[config.mk]
export PLATFORM = sky130hd
export DESIGN_NAME = uart_ring_buffer_pair_top_flat
export DESIGN_NICKNAME = d
export VERILOG_FILES = /design/src/urb_pkg.sv /design/src/urb_if.sv /design/src/urb_ram.sv /design/src/urb_datapath.sv /design/src/urb_ctrl.sv /design/src/uart_ring_buffer_pair_top.sv /design/src/flat_wrapper.sv
export SDC_FILE = /design/constraint.sdc
export NUM_CORES = 1
export LEC_CHECK = 0
export ABC_AREA = 1
export ABC_CLOCK_PERIOD_IN_PS = 3300
export BUFFER_PORTS_ARGS = -buffer_cell sky130_fd_sc_hd__buf_2
export CAP_MARGIN = 0
export CORE_MARGIN = 5
export CORE_UTILIZATION = 45
export DETAILED_ROUTE_END_ITERATION = 12
export RECOVER_POWER = 25
export SLEW_MARGIN = 15
export SYNTH_ARGS = -nofsm -noshare
export SYNTH_HDL_FRONTEND = slang
export SYNTH_SLANG_ARGS = --single-unit
[constraint.sdc]
create_clock -name i_clk -period 3.3 [get_ports i_clk]
set_input_delay 0.99 -clock i_clk [delete_from_list [all_inputs] [get_ports i_clk]]
set_output_delay 0.99 -clock i_clk [all_outputs]
set_load 0.02 [all_outputs]
[src/urb_pkg.sv]
// Shared types and constants for the UART ring buffer pair.
// Used by the interfaces, the controller, the datapath and the top level.
`timescale 1ns / 1ps
`default_nettype none

package urb_pkg;

    localparam int DEPTH = 32;
    localparam int PTR_W = $clog2(DEPTH);
    localparam logic [PTR_W-1:0] PTR_LAST = PTR_W'(DEPTH - 1);

    localparam int FUNC_W   = 2;
    localparam int BYTE_W   = 8;
    localparam int STATUS_W = 3;

    typedef enum logic [FUNC_W-1:0] {
        F_HOST_RD = 2'd0,
        F_HOST_WR = 2'd1,
        F_LINE_RX = 2'd2,
        F_LINE_TX = 2'd3
    } t_func;

    typedef enum logic [STATUS_W-1:0] {
        ST_OK      = 3'd0,
        ST_EMPTY   = 3'd1,
        ST_FULL    = 3'd2,
        ST_OVERRUN = 3'd3,
        ST_IGNORED = 3'd4
    } t_status;

    typedef enum logic [1:0] {
        S_IDLE,
        S_LOAD,
        S_OUT
    } t_state;

    // controller -> datapath
    typedef struct packed {
        logic start;   // input transfer: decide, move pointers, write buffer
        logic load;    // buffer read data is valid: capture popped byte
    } t_cmd;

    // datapath -> controller
    typedef struct packed {
        logic pop;     // the offered event pops a buffer
    } t_sts;

endpackage

`default_nettype wire

[src/urb_if.sv]
// Handshake channels of the UART ring buffer pair: event in, result out.
// Depends on urb_pkg.
`timescale 1ns / 1ps
`default_nettype none

interface urb_in_if import urb_pkg::*; ();
    logic              valid;
    logic              ready;
    logic [FUNC_W-1:0] func;
    logic [BYTE_W-1:0] byte_in;

    modport source (output valid, output func, output byte_in, input ready);
    modport sink   (input valid, input func, input byte_in, output ready);
endinterface

interface urb_out_if import urb_pkg::*; ();
    logic                valid;
    logic                ready;
    logic [BYTE_W-1:0]   read_byte;
    logic [BYTE_W-1:0]   line_byte;
    logic                line_send;
    logic [STATUS_W-1:0] status;
    logic                rx_irq_on;
    logic                tx_irq_on;

    modport source (output valid, output read_byte, output line_byte, output line_send,
                    output status, output rx_irq_on, output tx_irq_on, input ready);
    modport sink   (input valid, input read_byte, input line_byte, input line_send,
                    input status, input rx_irq_on, input tx_irq_on, output ready);
endinterface

`default_nettype wire

[src/urb_ram.sv]
// Generic simple dual-port RAM: one write port, one read port, registered read.
// No dependencies.
`timescale 1ns / 1ps
`default_nettype none

module urb_ram #(
    parameter int WIDTH = 8,
    parameter int DEPTH = 32
) (
    input  wire logic                     i_clk,
    input  wire logic                     i_we,
    input  wire logic [$clog2(DEPTH)-1:0] i_waddr,
    input  wire logic [WIDTH-1:0]         i_wdata,
    input  wire logic [$clog2(DEPTH)-1:0] i_raddr,
    output      logic [WIDTH-1:0]         o_rdata
);

    logic [WIDTH-1:0] r_mem [DEPTH];

    always_ff @(posedge i_clk) begin
        if (i_we) begin
            r_mem[i_waddr] <= i_wdata;
        end
        o_rdata <= r_mem[i_raddr];
    end

endmodule

`default_nettype wire

[src/urb_datapath.sv]
// Datapath: ring pointers, interrupt enables, the two byte buffers and result registers.
// Depends on urb_pkg and urb_ram.
`timescale 1ns / 1ps
`default_nettype none

module urb_datapath import urb_pkg::*; (
    input  wire logic                i_clk,
    input  wire logic                i_rst_n,
    input  wire t_cmd                i_cmd,
    output      t_sts                o_sts,
    input  wire logic [FUNC_W-1:0]   i_func,
    input  wire logic [BYTE_W-1:0]   i_byte_in,
    output      logic [BYTE_W-1:0]   o_read_byte,
    output      logic [BYTE_W-1:0]   o_line_byte,
    output      logic                o_line_send,
    output      logic [STATUS_W-1:0] o_status,
    output      logic                o_rx_irq_on,
    output      logic                o_tx_irq_on
);

    logic [PTR_W-1:0] r_rx_head, r_rx_tail, r_tx_head, r_tx_tail;
    logic             r_rx_en, r_tx_en;
    logic             r_rx_pop, r_tx_pop;
    logic [BYTE_W-1:0] r_read_byte, r_line_byte;
    logic             r_line_send;
    t_status          r_status;

    logic [PTR_W-1:0] rx_head_nx, rx_tail_nx, tx_head_nx, tx_tail_nx;
    logic             rx_push, rx_pop, tx_push, tx_pop;
    logic             n_rx_en, n_tx_en;
    t_status          n_status;
    logic [BYTE_W-1:0] rx_rdata, tx_rdata;

    function automatic logic [PTR_W-1:0] wrap_next(input logic [PTR_W-1:0] p);
        return (p == PTR_LAST) ? '0 : p + PTR_W'(1);
    endfunction

    assign rx_head_nx = wrap_next(r_rx_head);
    assign rx_tail_nx = wrap_next(r_rx_tail);
    assign tx_head_nx = wrap_next(r_tx_head);
    assign tx_tail_nx = wrap_next(r_tx_tail);

    always_comb begin
        rx_push  = 1'b0;
        rx_pop   = 1'b0;
        tx_push  = 1'b0;
        tx_pop   = 1'b0;
        n_rx_en  = r_rx_en;
        n_tx_en  = r_tx_en;
        n_status = ST_OK;
        unique case (t_func'(i_func))
            F_HOST_RD: begin
                if (r_rx_head == r_rx_tail) begin
                    n_status = ST_EMPTY;
                end else begin
                    rx_pop  = 1'b1;
                    n_rx_en = 1'b1;
                end
            end
            F_HOST_WR: begin
                if (tx_head_nx == r_tx_tail) begin
                    n_status = ST_FULL;
                end else begin
                    tx_push = 1'b1;
                    n_tx_en = 1'b1;
                end
            end
            F_LINE_RX: begin
                if (!r_rx_en || rx_head_nx == r_rx_tail) begin
                    n_rx_en  = 1'b0;
                    n_status = ST_OVERRUN;
                end else begin
                    rx_push = 1'b1;
                end
            end
            F_LINE_TX: begin
                if (!r_tx_en) begin
                    n_status = ST_IGNORED;
                end else if (r_tx_head != r_tx_tail) begin
                    tx_pop = 1'b1;
                end else begin
                    n_tx_en  = 1'b0;
                    n_status = ST_EMPTY;
                end
            end
            default: n_status = ST_IGNORED;
        endcase
    end

    assign o_sts.pop = rx_pop | tx_pop;

    // Read address is always the slot after tail; on a pop the data lands next cycle.
    urb_ram #(.WIDTH(BYTE_W), .DEPTH(DEPTH)) u_rx_ram (
        .i_clk   (i_clk),
        .i_we    (i_cmd.start & rx_push),
        .i_waddr (rx_head_nx),
        .i_wdata (i_byte_in),
        .i_raddr (rx_tail_nx),
        .o_rdata (rx_rdata)
    );

    urb_ram #(.WIDTH(BYTE_W), .DEPTH(DEPTH)) u_tx_ram (
        .i_clk   (i_clk),
        .i_we    (i_cmd.start & tx_push),
        .i_waddr (tx_head_nx),
        .i_wdata (i_byte_in),
        .i_raddr (tx_tail_nx),
        .o_rdata (tx_rdata)
    );

    always_ff @(posedge i_clk) begin
        if (!i_rst_n) begin
            r_rx_head <= '0;
            r_rx_tail <= '0;
            r_tx_head <= '0;
            r_tx_tail <= '0;
            r_rx_en   <= 1'b1;
            r_tx_en   <= 1'b0;
            r_rx_pop  <= 1'b0;
            r_tx_pop  <= 1'b0;
        end else if (i_cmd.start) begin
            if (rx_push) r_rx_head <= rx_head_nx;
            if (rx_pop)  r_rx_tail <= rx_tail_nx;
            if (tx_push) r_tx_head <= tx_head_nx;
            if (tx_pop)  r_tx_tail <= tx_tail_nx;
            r_rx_en  <= n_rx_en;
            r_tx_en  <= n_tx_en;
            r_rx_pop <= rx_pop;
            r_tx_pop <= tx_pop;
        end
    end

    always_ff @(posedge i_clk) begin
        if (i_cmd.start) begin
            r_read_byte <= '0;
            r_line_byte <= '0;
            r_line_send <= tx_pop;
            r_status    <= n_status;
        end else if (i_cmd.load) begin
            if (r_rx_pop) r_read_byte <= rx_rdata;
            if (r_tx_pop) r_line_byte <= tx_rdata;
        end
    end

    assign o_read_byte = r_read_byte;
    assign o_line_byte = r_line_byte;
    assign o_line_send = r_line_send;
    assign o_status    = r_status;
    assign o_rx_irq_on = r_rx_en;
    assign o_tx_irq_on = r_tx_en;

endmodule

`default_nettype wire

[src/urb_ctrl.sv]
// Controller: sequences one event through decide, buffer read and result hand-off.
// Depends on urb_pkg.
`timescale 1ns / 1ps
`default_nettype none

module urb_ctrl import urb_pkg::*; (
    input  wire logic i_clk,
    input  wire logic i_rst_n,
    input  wire logic i_in_valid,
    output      logic o_in_ready,
    output      logic o_out_valid,
    input  wire logic i_out_ready,
    input  wire t_sts i_sts,
    output      t_cmd o_cmd
);

    t_state r_state, n_state;

    always_ff @(posedge i_clk) begin
        if (!i_rst_n) begin
            r_state <= S_IDLE;
        end else begin
            r_state <= n_state;
        end
    end

    always_comb begin
        n_state     = r_state;
        o_in_ready  = 1'b0;
        o_out_valid = 1'b0;
        o_cmd       = '0;
        unique case (r_state)
            S_IDLE: begin
                o_in_ready = 1'b1;
                if (i_in_valid) begin
                    o_cmd.start = 1'b1;
                    n_state     = i_sts.pop ? S_LOAD : S_OUT;
                end
            end
            S_LOAD: begin
                o_cmd.load = 1'b1;
                n_state    = S_OUT;
            end
            S_OUT: begin
                o_out_valid = 1'b1;
                if (i_out_ready) n_state = S_IDLE;
            end
            default: n_state = S_IDLE;
        endcase
    end

endmodule

`default_nettype wire

[src/uart_ring_buffer_pair_top.sv]
// Top level of the UART ring buffer pair: controller, datapath and checks.
// Depends on urb_pkg, urb_if, urb_ctrl, urb_datapath.
//
// Two ring buffers of DEPTH bytes (one slot always kept free) sit between a host
// and a serial line. Each input transfer is one event: host read, host write, line
// byte arrived, or line ready to send; each gives exactly one result transfer.
// One event is in flight at a time. An event that does not pop a buffer goes from
// accept straight to result shown; a pop adds a buffer read state between the two,
// because the buffer memory has a registered read port. The next event is taken
// the cycle after the result transfer. There is no clearing pass after reset.
`timescale 1ns / 1ps
`default_nettype none

module uart_ring_buffer_pair_top import urb_pkg::*; (
    input wire logic  i_clk,
    input wire logic  i_rst_n,
    urb_in_if.sink    i_in,
    urb_out_if.source o_out
);

    t_cmd cmd;
    t_sts sts;

    urb_ctrl u_ctrl (
        .i_clk       (i_clk),
        .i_rst_n     (i_rst_n),
        .i_in_valid  (i_in.valid),
        .o_in_ready  (i_in.ready),
        .o_out_valid (o_out.valid),
        .i_out_ready (o_out.ready),
        .i_sts       (sts),
        .o_cmd       (cmd)
    );

    urb_datapath u_dp (
        .i_clk       (i_clk),
        .i_rst_n     (i_rst_n),
        .i_cmd       (cmd),
        .o_sts       (sts),
        .i_func      (i_in.func),
        .i_byte_in   (i_in.byte_in),
        .o_read_byte (o_out.read_byte),
        .o_line_byte (o_out.line_byte),
        .o_line_send (o_out.line_send),
        .o_status    (o_out.status),
        .o_rx_irq_on (o_out.rx_irq_on),
        .o_tx_irq_on (o_out.tx_irq_on)
    );

    a_one_in_flight: assert property (@(posedge i_clk) disable iff (!i_rst_n)
        o_out.valid |-> !i_in.ready)
        else $error("event accepted while a result is pending");

    a_busy_after_accept: assert property (@(posedge i_clk) disable iff (!i_rst_n)
        (i_in.valid && i_in.ready) |=> !i_in.ready)
        else $error("ready did not drop after an input transfer");

    a_send_is_ok: assert property (@(posedge i_clk) disable iff (!i_rst_n)
        (o_out.valid && o_out.line_send) |-> (o_out.status == ST_OK))
        else $error("line byte sent with a non-ok status");

    a_overrun_disables: assert property (@(posedge i_clk) disable iff (!i_rst_n)
        (o_out.valid && o_out.status == ST_OVERRUN) |-> !o_out.rx_irq_on)
        else $error("overrun left the receive interrupt enabled");

endmodule

`default_nettype wire
[src/flat_wrapper.sv]
// flat-port wrapper written by rule: the top's interface ports become plain ports
module uart_ring_buffer_pair_top_flat import urb_pkg::*;
  (i_clk, i_rst_n, i_in_valid, i_in_func, i_in_byte_in, i_in_ready, o_out_valid, o_out_read_byte, o_out_line_byte, o_out_line_send, o_out_status, o_out_rx_irq_on, o_out_tx_irq_on, o_out_ready);
  urb_in_if i_in_i ();
  urb_out_if o_out_i ();
  input wire logic i_clk;
  input wire logic i_rst_n;
  input wire logic [$bits(i_in_i.valid)-1:0] i_in_valid;
  input wire logic [$bits(i_in_i.func)-1:0] i_in_func;
  input wire logic [$bits(i_in_i.byte_in)-1:0] i_in_byte_in;
  output wire logic [$bits(i_in_i.ready)-1:0] i_in_ready;
  output wire logic [$bits(o_out_i.valid)-1:0] o_out_valid;
  output wire logic [$bits(o_out_i.read_byte)-1:0] o_out_read_byte;
  output wire logic [$bits(o_out_i.line_byte)-1:0] o_out_line_byte;
  output wire logic [$bits(o_out_i.line_send)-1:0] o_out_line_send;
  output wire logic [$bits(o_out_i.status)-1:0] o_out_status;
  output wire logic [$bits(o_out_i.rx_irq_on)-1:0] o_out_rx_irq_on;
  output wire logic [$bits(o_out_i.tx_irq_on)-1:0] o_out_tx_irq_on;
  input wire logic [$bits(o_out_i.ready)-1:0] o_out_ready;
  assign i_in_i.valid = i_in_valid;
  assign i_in_i.func = i_in_func;
  assign i_in_i.byte_in = i_in_byte_in;
  assign i_in_ready = i_in_i.ready;
  assign o_out_valid = o_out_i.valid;
  assign o_out_read_byte = o_out_i.read_byte;
  assign o_out_line_byte = o_out_i.line_byte;
  assign o_out_line_send = o_out_i.line_send;
  assign o_out_status = o_out_i.status;
  assign o_out_rx_irq_on = o_out_i.rx_irq_on;
  assign o_out_tx_irq_on = o_out_i.tx_irq_on;
  assign o_out_i.ready = o_out_ready;
  uart_ring_buffer_pair_top u_core (.i_clk(i_clk), .i_rst_n(i_rst_n), .i_in(i_in_i), .o_out(o_out_i));
endmodule
==> out/results.tsv, run 1 <==
metric	value	unit
postRouteAntennaNets	0	
cts-root-buf	clkbuf_16	
vias	14930	
grt_pass1_vias	14860	
drive_gt1_share	10.8	%
path_clk_slew	60	ps
antenna_found_initial	0	
dp_cells	2617	
max_slew_margin	-21.8	%
syn2layout_area_growth	12.2	%
cts-resized-gates	0	
nets	2025	
fin_cells	2723	
syn_inst	1971	
grt_start_max_net_pins	85	
dieWidth	238	µm
leakage	8.82	nW
ys_ff_latch	574	
fmax	319	MHz
synthXorXnorAreaFrac	0.448	%
synth_cell_types	35	
numCtsBuffers	56	
clock_sinks	574	
failed_checks	max-capacitance violations, max-slew violations	
synth_compound_area_share	11.9	%
critPathArrivalTime	3390	ps
hold_viol	0	
ys_warn_count	0	
drv_cap	4	
routed_wl	57500	µm
synth-simple-area-share	12.0	%
rsz0062_at_grt	yes	
core	51500	µm²
hold-worst-slack	442	ps
postCtsSetupRepairBufs	0	
stdcell_area	26400	µm²
crit_fanout	10	
peakVddDrop	0.000448	V
p_per_area	590	nW/µm²
gp_congestion	0.874	
wl_per_cell	21.1	µm
drt_iter0_markers	1339	
synthAdderAreaFrac	0.852	%
vias_per_cell	5.48	
synthMuxAreaShare	0	%
syn_nets	2001	
worst_slew_pin_slew	1830	ps
fp-row-count	83	
grt_overflow	0	
period_needed	3130	ps
dpl-instance-area	24400	µm²
grt_pass1_wl	87200	µm
synth-seq-area-share	70.9	%
outcome	finished with violations	
start_util	45.6	%
fin_skew	21.5	ps
cts_tree	done	
synth_top_family_by_area	simple AND/OR/NAND/NOR gates	
io_pins	38	
htree_levels	2	
die_area	56900	µm²
fp.dieH	238	µm
end_kind	flip-flop	
cts_hold_buffers	0	
clk_path_buf_depth	3	
remaining_drc_errors	0	
finalMaxSlewViolations	260	
portBuffers	37	
n_antenna_cell	0	
clk_latency	630	ps
dp_hpwl	35500	µm
critPathLaunchType	flip-flop	
period_share	94.9	%
avgSynthCellArea	11.9	µm²
grt.total_usage	19.9	%
hold_path_class	reg -> reg	
netlist_area	23500	µm²
crit_type	reg -> reg	
setup_violations	0	
first_pass_iters	6	
crit_required	3560	ps
power by group:
part / switching [mW] / internal [mW]
Clock: 2.72 / 3.85
Combinational: 0.704 / 0.264
Sequential: 0.0330 / 7.98
path summary, 6_finish.rpt:
| check | endpoint | start | slack [ps] | depth (start not counted) |
|---|---|---|---|---|
| min | u_core.u_dp.o_read_byte[0] | u_core.u_dp.o_read_byte[0] | 440 | 2 |
| min reg2reg | u_core.u_dp.o_read_byte[0] | u_core.u_dp.o_read_byte[0] | 440 | 2 |
| max reg2reg | u_core.u_dp.u_rx_ram.r_mem[8][3] | u_core.u_dp.r_rx_head[0] | 170 | 17 |
| max | u_core.u_dp.u_rx_ram.r_mem[8][3] | u_core.u_dp.r_rx_head[0] | 170 | 17 |
sequential cells by signal, indices dropped and copies added (netlist names):
register,flops
u_core.u_ctrl.r_state,2
u_core.u_dp.o_line_byte,8
u_core.u_dp.o_line_send,1
u_core.u_dp.o_read_byte,8
u_core.u_dp.o_rx_irq_on,1
u_core.u_dp.o_status,3
u_core.u_dp.o_tx_irq_on,1
u_core.u_dp.r_rx_head,5
u_core.u_dp.r_rx_pop,1
u_core.u_dp.r_rx_tail,5
u_core.u_dp.r_tx_head,5
u_core.u_dp.r_tx_pop,1
u_core.u_dp.r_tx_tail,5
u_core.u_dp.u_rx_ram.o_rdata,8
u_core.u_dp.u_rx_ram.r_mem,256
u_core.u_dp.u_tx_ram.o_rdata,8
u_core.u_dp.u_tx_ram.r_mem,256
area by class of cell:
| class | instances | area, µm² |
|---|---|---|
| fill | 4536 | 25200 |
| sequential | 574 | 16700 |
| multi-input combinational | 1212 | 6030 |
| clock buffer | 75 | 1590 |
| tap | 680 | 851 |
| timing repair buffer | 79 | 626 |
| clock inverter | 31 | 328 |
| inverter | 72 | 278 |
critical path, stage by stage (launching register included):
cell and delay (ps):
dfxtp_1 450, ha_1 210, nand2_1 90, nor2_1 130
ha_1 330, inv_1 140, nand2_1 60, nand2_1 80
nor2_1 50, nand2_1 50, nor2_1 40, nand3_1 60
nand2_1 80, inv_2 80, nand2_4 100, inv_4 140
nand2_4 170, nor2_1 530
synth_stat cells:
cell type / number / share of area (%)
a21oi_1: 32 / 0.68
o311ai_0: 1 / 0.037
ha_1: 16 / 0.85
dfxtp_1: 58 / 4.9
buf_2: 51 / 1.1
nand2_1: 144 / 2.3
o21ai_0: 292 / 6.2
inv_1: 63 / 1.0
or2_1: 1 / 0.027
buf_4: 14 / 0.45
nand2_2: 4 / 0.11
xor2_1: 10 / 0.37
clkbuf_1: 34 / 0.54
o211ai_2: 1 / 0.053
o221ai_1: 26 / 0.97
nand3_1: 54 / 1.2
a21o_1: 1 / 0.032
nor2_1: 469 / 7.5
nor3_1: 5 / 0.11
nand3_2: 2 / 0.085
xnor2_1: 2 / 0.075
buf_1: 5 / 0.080
buf_6: 7 / 0.34
nand2_4: 9 / 0.43
clkinv_1: 1 / 0.016
o211ai_1: 101 / 3.2
nor2_4: 4 / 0.19
nor2_2: 1 / 0.027
edfxtp_1: 516 / 66
buf_12: 1 / 0.085
inv_4: 2 / 0.053
buf_8: 1 / 0.064
nand4_1: 4 / 0.11
o21ai_1: 33 / 0.70
inv_2: 6 / 0.096
layout by cell type, fill, tap and decap left out, types with 27 or more instances in the layout:
| cell | n |
|---|---|
| dfxtp_1 | 58 |
| clkbuf_16 | 58 |
| a21oi_1 | 32 |
| nor2_1 | 443 |
| nand3_1 | 54 |
| buf_2 | 35 |
| buf_4 | 27 |
| edfxtp_1 | 516 |
| o21ai_0 | 292 |
| o211ai_1 | 101 |
| inv_1 | 63 |
| nand2_1 | 144 |
| o21ai_1 | 33 |
stage by stage:
stage	power (mW)	worst slack [ps]	util, %	TNS [ps]
3_5_place_dp	9.15	111	47.4	0
4_1_cts	15.7	101	51.2	0
5_1_grt	16.1	-112	51.2	-6230
2_1_floorplan	8.71	627	-	0
3_3_place_gp	9.15	254	47.4	0
6_report	15.6	170	51.2	0
per-layer routing:
layer / global-route usage (%) / vias up / wire [µm]
li1: - / 7115 / -
met1: 26.1 / 7257 / 24400
met2: 34.7 / 474 / 28800
met3: 2.80 / 84 / 3060
met4: 5.83 / 0 / 1290
met5: 0 / - / 0
logic make-up after synthesis:
family	count (synthesis)
xor gates and xnor gates	12
buffers and inverters	185
AOI/OAI and AO/OA	487
DFF	574
and+or+nand+nor	697
adders and majority gates	16
No activity file was read; power rests on OpenSTA's default activity.
==> run 2, diff against run 1 <==
Settings changed: CTS_BUF_LIST set to sky130_fd_sc_hd__clkbuf_8, GPL_TIMING_DRIVEN set to 0.
==> out/results.tsv, run 2 (synthesis gave the netlist of run 1 again) <==
metric	value	unit	change
end_kind	flip-flop		
postCtsSetupRepairBufs	0		unchanged
start_util	45.6	%	unchanged
worst_slew_pin_slew	1730	ps	-99.1 ps
hold_start	u_core.u_dp.o_read_byte[1]		
cts_hold_buffers	0		unchanged
period_needed	3260	ps	+127 ps
gp_congestion	0.892		+2.0%
remaining_drc_errors	0		unchanged
failed_checks	max-capacitance violations, max-slew violations		
peakVddDrop	0.000362	V	-19%
leakage	9.05	nW	+2.6%
top_regs	u_core.u_dp.u_rx_ram.r_mem: 256 flops, u_core.u_dp.u_tx_ram.r_mem: 256 flops		
grt_overflow	0		unchanged
clock_power_share	39.5	%	-2.7 points
crit_type	reg -> reg		
vias_per_cell	5.54		+1.0%
crit_required	3600	ps	+40 ps
outcome	finished with violations		
hold_viol	0		unchanged
dp_cells	2690		+2.8%
seq_area	16700	µm²	about the same
hold-worst-slack	444	ps	+1.97 ps
fp-row-count	83		unchanged
swShare	24.4	%	+2.1 points
numCtsBuffers	95		+70%
routed_wl	65900	µm	+15%
portBuffers	37		unchanged
wl_per_cell	23.0	µm	+8.8%
fin_cells	2868		+5.3%
finalMaxSlewViolations	290		+12%
power	15.0	mW	-3.6%
crit_end	u_core.u_dp.u_tx_ram.r_mem[5][0]		
finalSetupTns	0	ps	unchanged
final_cell_mix	edfxtp_1, nor2_1, o21ai_0		
fp.dieH	238	µm	unchanged
grt_pass1_wl	96300	µm	+10%
switchingPower	3.66	mW	+5.7%
critPathLaunchType	flip-flop		
p_per_area	563	nW/µm²	-4.7%
core	51500	µm²	unchanged
clk_latency	680	ps	+50 ps
period_share	98.7	%	+3.8 points
die_area	56900	µm²	unchanged
reg2reg_slack	40	ps	-130 ps
r2r_start	u_core.u_dp.r_tx_head[0]		
stdcell_area	26600	µm²	+1.1%
drt_iter0_markers	1470		+9.8%
fin_skew	18.7	ps	-2.77 ps
htree_levels	3		+1
cts_tree	done		
postRouteAntennaNets	0		unchanged
fmax	307	MHz	-3.9%
p_comb_share	7.0	%	+0.8 points
dieWidth	238	µm	unchanged
clock_sinks	574		unchanged
grt.total_usage	22.7	%	+2.9 points
final_common_cell	edfxtp_1		
reg2reg_to	u_core.u_dp.u_tx_ram.r_mem[5][0]		
multiInputGateArea	6240	µm²	+3.5%
vias	15886		+6.4%
antenna_found_initial	0		unchanged
max_slew_margin	-15.2	%	+6.6 points
hold_path_class	reg -> reg		
drive_gt1_share	14.9	%	+4.2 points
internal_power	11.3	mW	-6.2%
seq_power_share	53.5	%	+2.0 points
nets	2137		+5.5%
cts-root-buf	clkbuf_8		
first_pass_iters	6		unchanged
rsz0062_at_grt	yes		
critPathArrivalTime	3560	ps	+170 ps
startpoint	u_core.u_dp.r_tx_head[0]		
grt_pass1_vias	15581		+4.9%
setup_violations	0		unchanged
drv_cap	5		+1
dpl-instance-area	24600	µm²	+0.62%
reg2reg_depth	14		-3
path_clk_slew	60	ps	about the same
syn2layout_area_growth	13.5	%	
grt_start_max_net_pins	65		-24%
io_pins	38		unchanged
crit_fanout	9		-1
n_antenna_cell	0		unchanged
clk_path_buf_depth	3		unchanged
nFillCells	4526		-0.22%
dp_hpwl	43400	µm	+22%
==> run 2: per-layer routing <==
layer	wire length, µm	track usage (%)	vias to the layer above
met5	0	0	-
met4	3080	10.7	0
met3	4460	4.69	161
met2	32400	38.2	632
met1	26000	28.4	7736
li1	-	-	7357
==> run 2: worst min path at each step <==
stage	cells past startpoint	slack (ps)	endpoint
after detailed placement	2	440	u_core.u_dp.o_read_byte[5]
final	2	440	u_core.u_dp.o_read_byte[1]
after CTS	2	450	u_core.u_dp.o_read_byte[5]
after global routing	2	470	u_core.u_dp.o_read_byte[5]
after global placement	2	430	u_core.u_dp.o_read_byte[1]
after floorplan	2	450	u_core.u_dp.r_rx_pop
==> run 2: per-stage QoR <==
| step | setup slack [ps] | utilization, % |
|---|---|---|
| detailed placement | -110 | 47.7 |
| global route | -155 | 51.7 |
| finish | 43.2 | 51.7 |
| global placement | -112 | 47.6 |
| CTS | -85.1 | 51.4 |
| floorplan | 627 | - |
==> run 2: cell type report <==
class                           instances  share of cell area, %
Buffer                                113                   2.33
Clock buffer                          102                   5.27
Clock inverter                         76                   1.51
Inverter                               72                   1.03
Multi-Input combinational cell       1212                   23.4
Sequential cell                       574                   62.5
Tap cell                              680                   3.19
Timing Repair Buffer                   39                  0.737
==> run 2: power by group through the flow <==
stage / registers (mW) / clock network [mW] / logic, mW
CTS: 8.01 / 6.03 / 1.04
finish: 8.02 / 5.93 / 1.05
global placement: 8.17 / 0 / 1.01
global route: 8.02 / 6.39 / 1.13
detailed placement: 8.16 / 0 / 1.03
floorplan: 8.16 / 0 / 0.547
==> run 2: worst max-delay path, cell delays in order, from the launching register on <==
cell     delay, ps
dfxtp_1        470
ha_1           210
nand2_1        100
nor2_1         120
ha_1           230
buf_2          180
xor2_1         140
nor2_1          60
nand2_1         60
nor2_1          60
nand3_1        120
nand2_2        160
inv_4          190
nand2_4        150
nor2_1         640
==> run 2: repair_timing <==
action	in CTS	in global routing
endpoints found under the setup margin	255	480
resized for setup	30	63
pin swaps	0	1
==> run 3, diff against run 2 <==
Settings changed: CTS_CLUSTER_SIZE set to 8, REMOVE_ABC_BUFFERS set to 1.
==> out/results.tsv, run 3 (synthesis gave the netlist of run 1 again) <==
metric	value	unit	change
grt_overflow	0		unchanged
antenna_found_initial	0		unchanged
io_pins	38		unchanged
fin_skew	27.9	ps	+9.23 ps
peakVddDrop	0.000326	V	-9.9%
vias_per_cell	5.40		-2.5%
rsz0062_at_grt	yes		
grt.total_usage	18.9	%	-3.8 points
path_clk_slew	60	ps	about the same
vias	14880		-6.3%
remaining_drc_errors	0		unchanged
leakage	8.84	nW	-2.3%
period_share	99.1	%	+0.46 points
top_regs	u_core.u_dp.u_rx_ram.r_mem: 256 flops, u_core.u_dp.u_tx_ram.r_mem: 256 flops		
period_needed	3270	ps	+15.1 ps
clk_path_buf_depth	3		unchanged
grt_pass1_vias	14605		-6.3%
first_pass_iters	5		-1
grt_pass1_wl	84100	µm	-13%
critPathLaunchType	flip-flop		
stdcell_area	26300	µm²	-1.2%
grt_start_max_net_pins	98		+51%
final_common_cell	edfxtp_1		
htree_levels	3		unchanged
final_cell_mix	edfxtp_1, nor2_1, o21ai_0		
fp.dieH	238	µm	unchanged
clk_latency	660	ps	-20 ps
dpl-instance-area	24300	µm²	-1.3%
cts-root-buf	clkbuf_8		
fp-row-count	83		unchanged
syn2layout_area_growth	12.2	%	
cts_tree	done		
start_util	45.6	%	unchanged
nFillCells	4506		-0.44%
clock_sinks	574		unchanged
hold-worst-slack	440	ps	-3.43 ps
postRouteAntennaNets	0		unchanged
cts_hold_buffers	0		unchanged
crit_type	reg -> reg		
n_antenna_cell	0		unchanged
crit_required	3570	ps	-30 ps
critPathArrivalTime	3540	ps	-20 ps
die_area	56900	µm²	unchanged
drv_cap	5		unchanged
core	51500	µm²	unchanged
pre_cts_ws	-519	ps	-409 ps
end_kind	flip-flop		
fmax	306	MHz	-0.46%
worst_slew_pin_slew	1860	ps	+136 ps
max_slew_margin	-24.3	%	-9.1 points
dieWidth	238	µm	unchanged
portBuffers	37		unchanged
nets	2035		-4.8%
hold_viol	0		unchanged
outcome	finished with violations		
finalMaxSlewViolations	294		+1.4%
failed_checks	max-capacitance violations, max-slew violations		
hold_path_class	reg -> reg		
numCtsBuffers	91		-4.2%
dp_hpwl	30700	µm	-29%
drive_gt1_share	11.9	%	-3.0 points
drt_iter0_markers	1356		-7.8%
crit_fanout	9		unchanged
p_per_area	553	nW/µm²	-1.8%
routed_wl	55400	µm	-16%
fin_ws	28.1	ps	-15.1 ps
gp_congestion	0.801		-10%
power	14.6	mW	-2.9%
setup_violations	0		unchanged
wl_per_cell	20.1	µm	-13%
## run 3: changes by cell type in the layout (fill, tap and decap cells not counted), sizes merged
| cell | change |
|---|---|
| clkinvlp | -3 |
| clkinv | -29 |
| inv | +16 |
| buf | -67 |
| bufinv | -2 |
| clkbuf | -28 |
## run 3: layout make-up
| cell class | instances | area, µm² | area share (%) |
|---|---|---|---|
| Sequential cell | 574 | 16700 | 63.2 |
| Multi-Input combinational cell | 1212 | 6270 | 23.8 |
| Clock buffer | 105 | 1450 | 5.49 |
| Tap cell | 680 | 851 | 3.23 |
| Timing Repair Buffer | 54 | 581 | 2.20 |
| Inverter | 72 | 288 | 1.09 |
| Clock inverter | 58 | 248 | 0.941 |
## run 3: worst max-delay path, cell delays in order, from the launching register on
cell and delay (ps):
dfxtp_1 400, ha_1 250, nand2_1 120, nor2_1 60, ha_1 520, xor2_1 180, nor2_1 60, nand2_1 60
nor2_1 50, nand3_1 70, nand2_2 120, inv_4 180, nand2_4 140, nor2_1 670
## run 3: final timing paths
kind	start	end	cells past startpoint	slack [ps]
setup / recovery	u_core.u_dp.r_tx_head[0]	u_core.u_dp.u_tx_ram.r_mem[5][6]	13	30
hold / removal	u_core.u_dp.o_read_byte[4]	u_core.u_dp.o_read_byte[4]	2	440
hold reg to reg	u_core.u_dp.o_read_byte[4]	u_core.u_dp.o_read_byte[4]	2	440
setup reg to reg	u_core.u_dp.r_tx_head[0]	u_core.u_dp.u_tx_ram.r_mem[5][6]	13	30
## run 3: per-layer routing
layer | GRT usage (%) | up-vias | wire length (µm)
li1 | - | 7150 | -
met1 | 25.9 | 7249 | 24400
met2 | 31.2 | 391 | 26900
met3 | 3.40 | 90 | 2750
met4 | 5.51 | 0 | 1300
met5 | 0 | - | 0
## run 3: metrics by stage
stage	instances	util [%]	TNS, ps
floorplan	1858	-	-22870
global placement	2575	46.4	-266360
detailed placement	2588	47.1	-199910
CTS	2753	50.5	-954
global route	2755	51.1	-7500
finish	2755	51.1	0
## run 3: timing repair
action / in CTS / in global routing
pin swaps: 2 / 1
setup endpoints to repair: 141 / 510
buffers inserted: 2 / 0
gates resized for setup: 15 / 77
gates cloned: 0 / 3
## run 3: power breakdown
part,leakage (nW),internal [mW],switching (mW)
clock network,1.02,2.95,2.66
logic,2.70,0.260,0.664
registers,5.12,7.99,0.0335
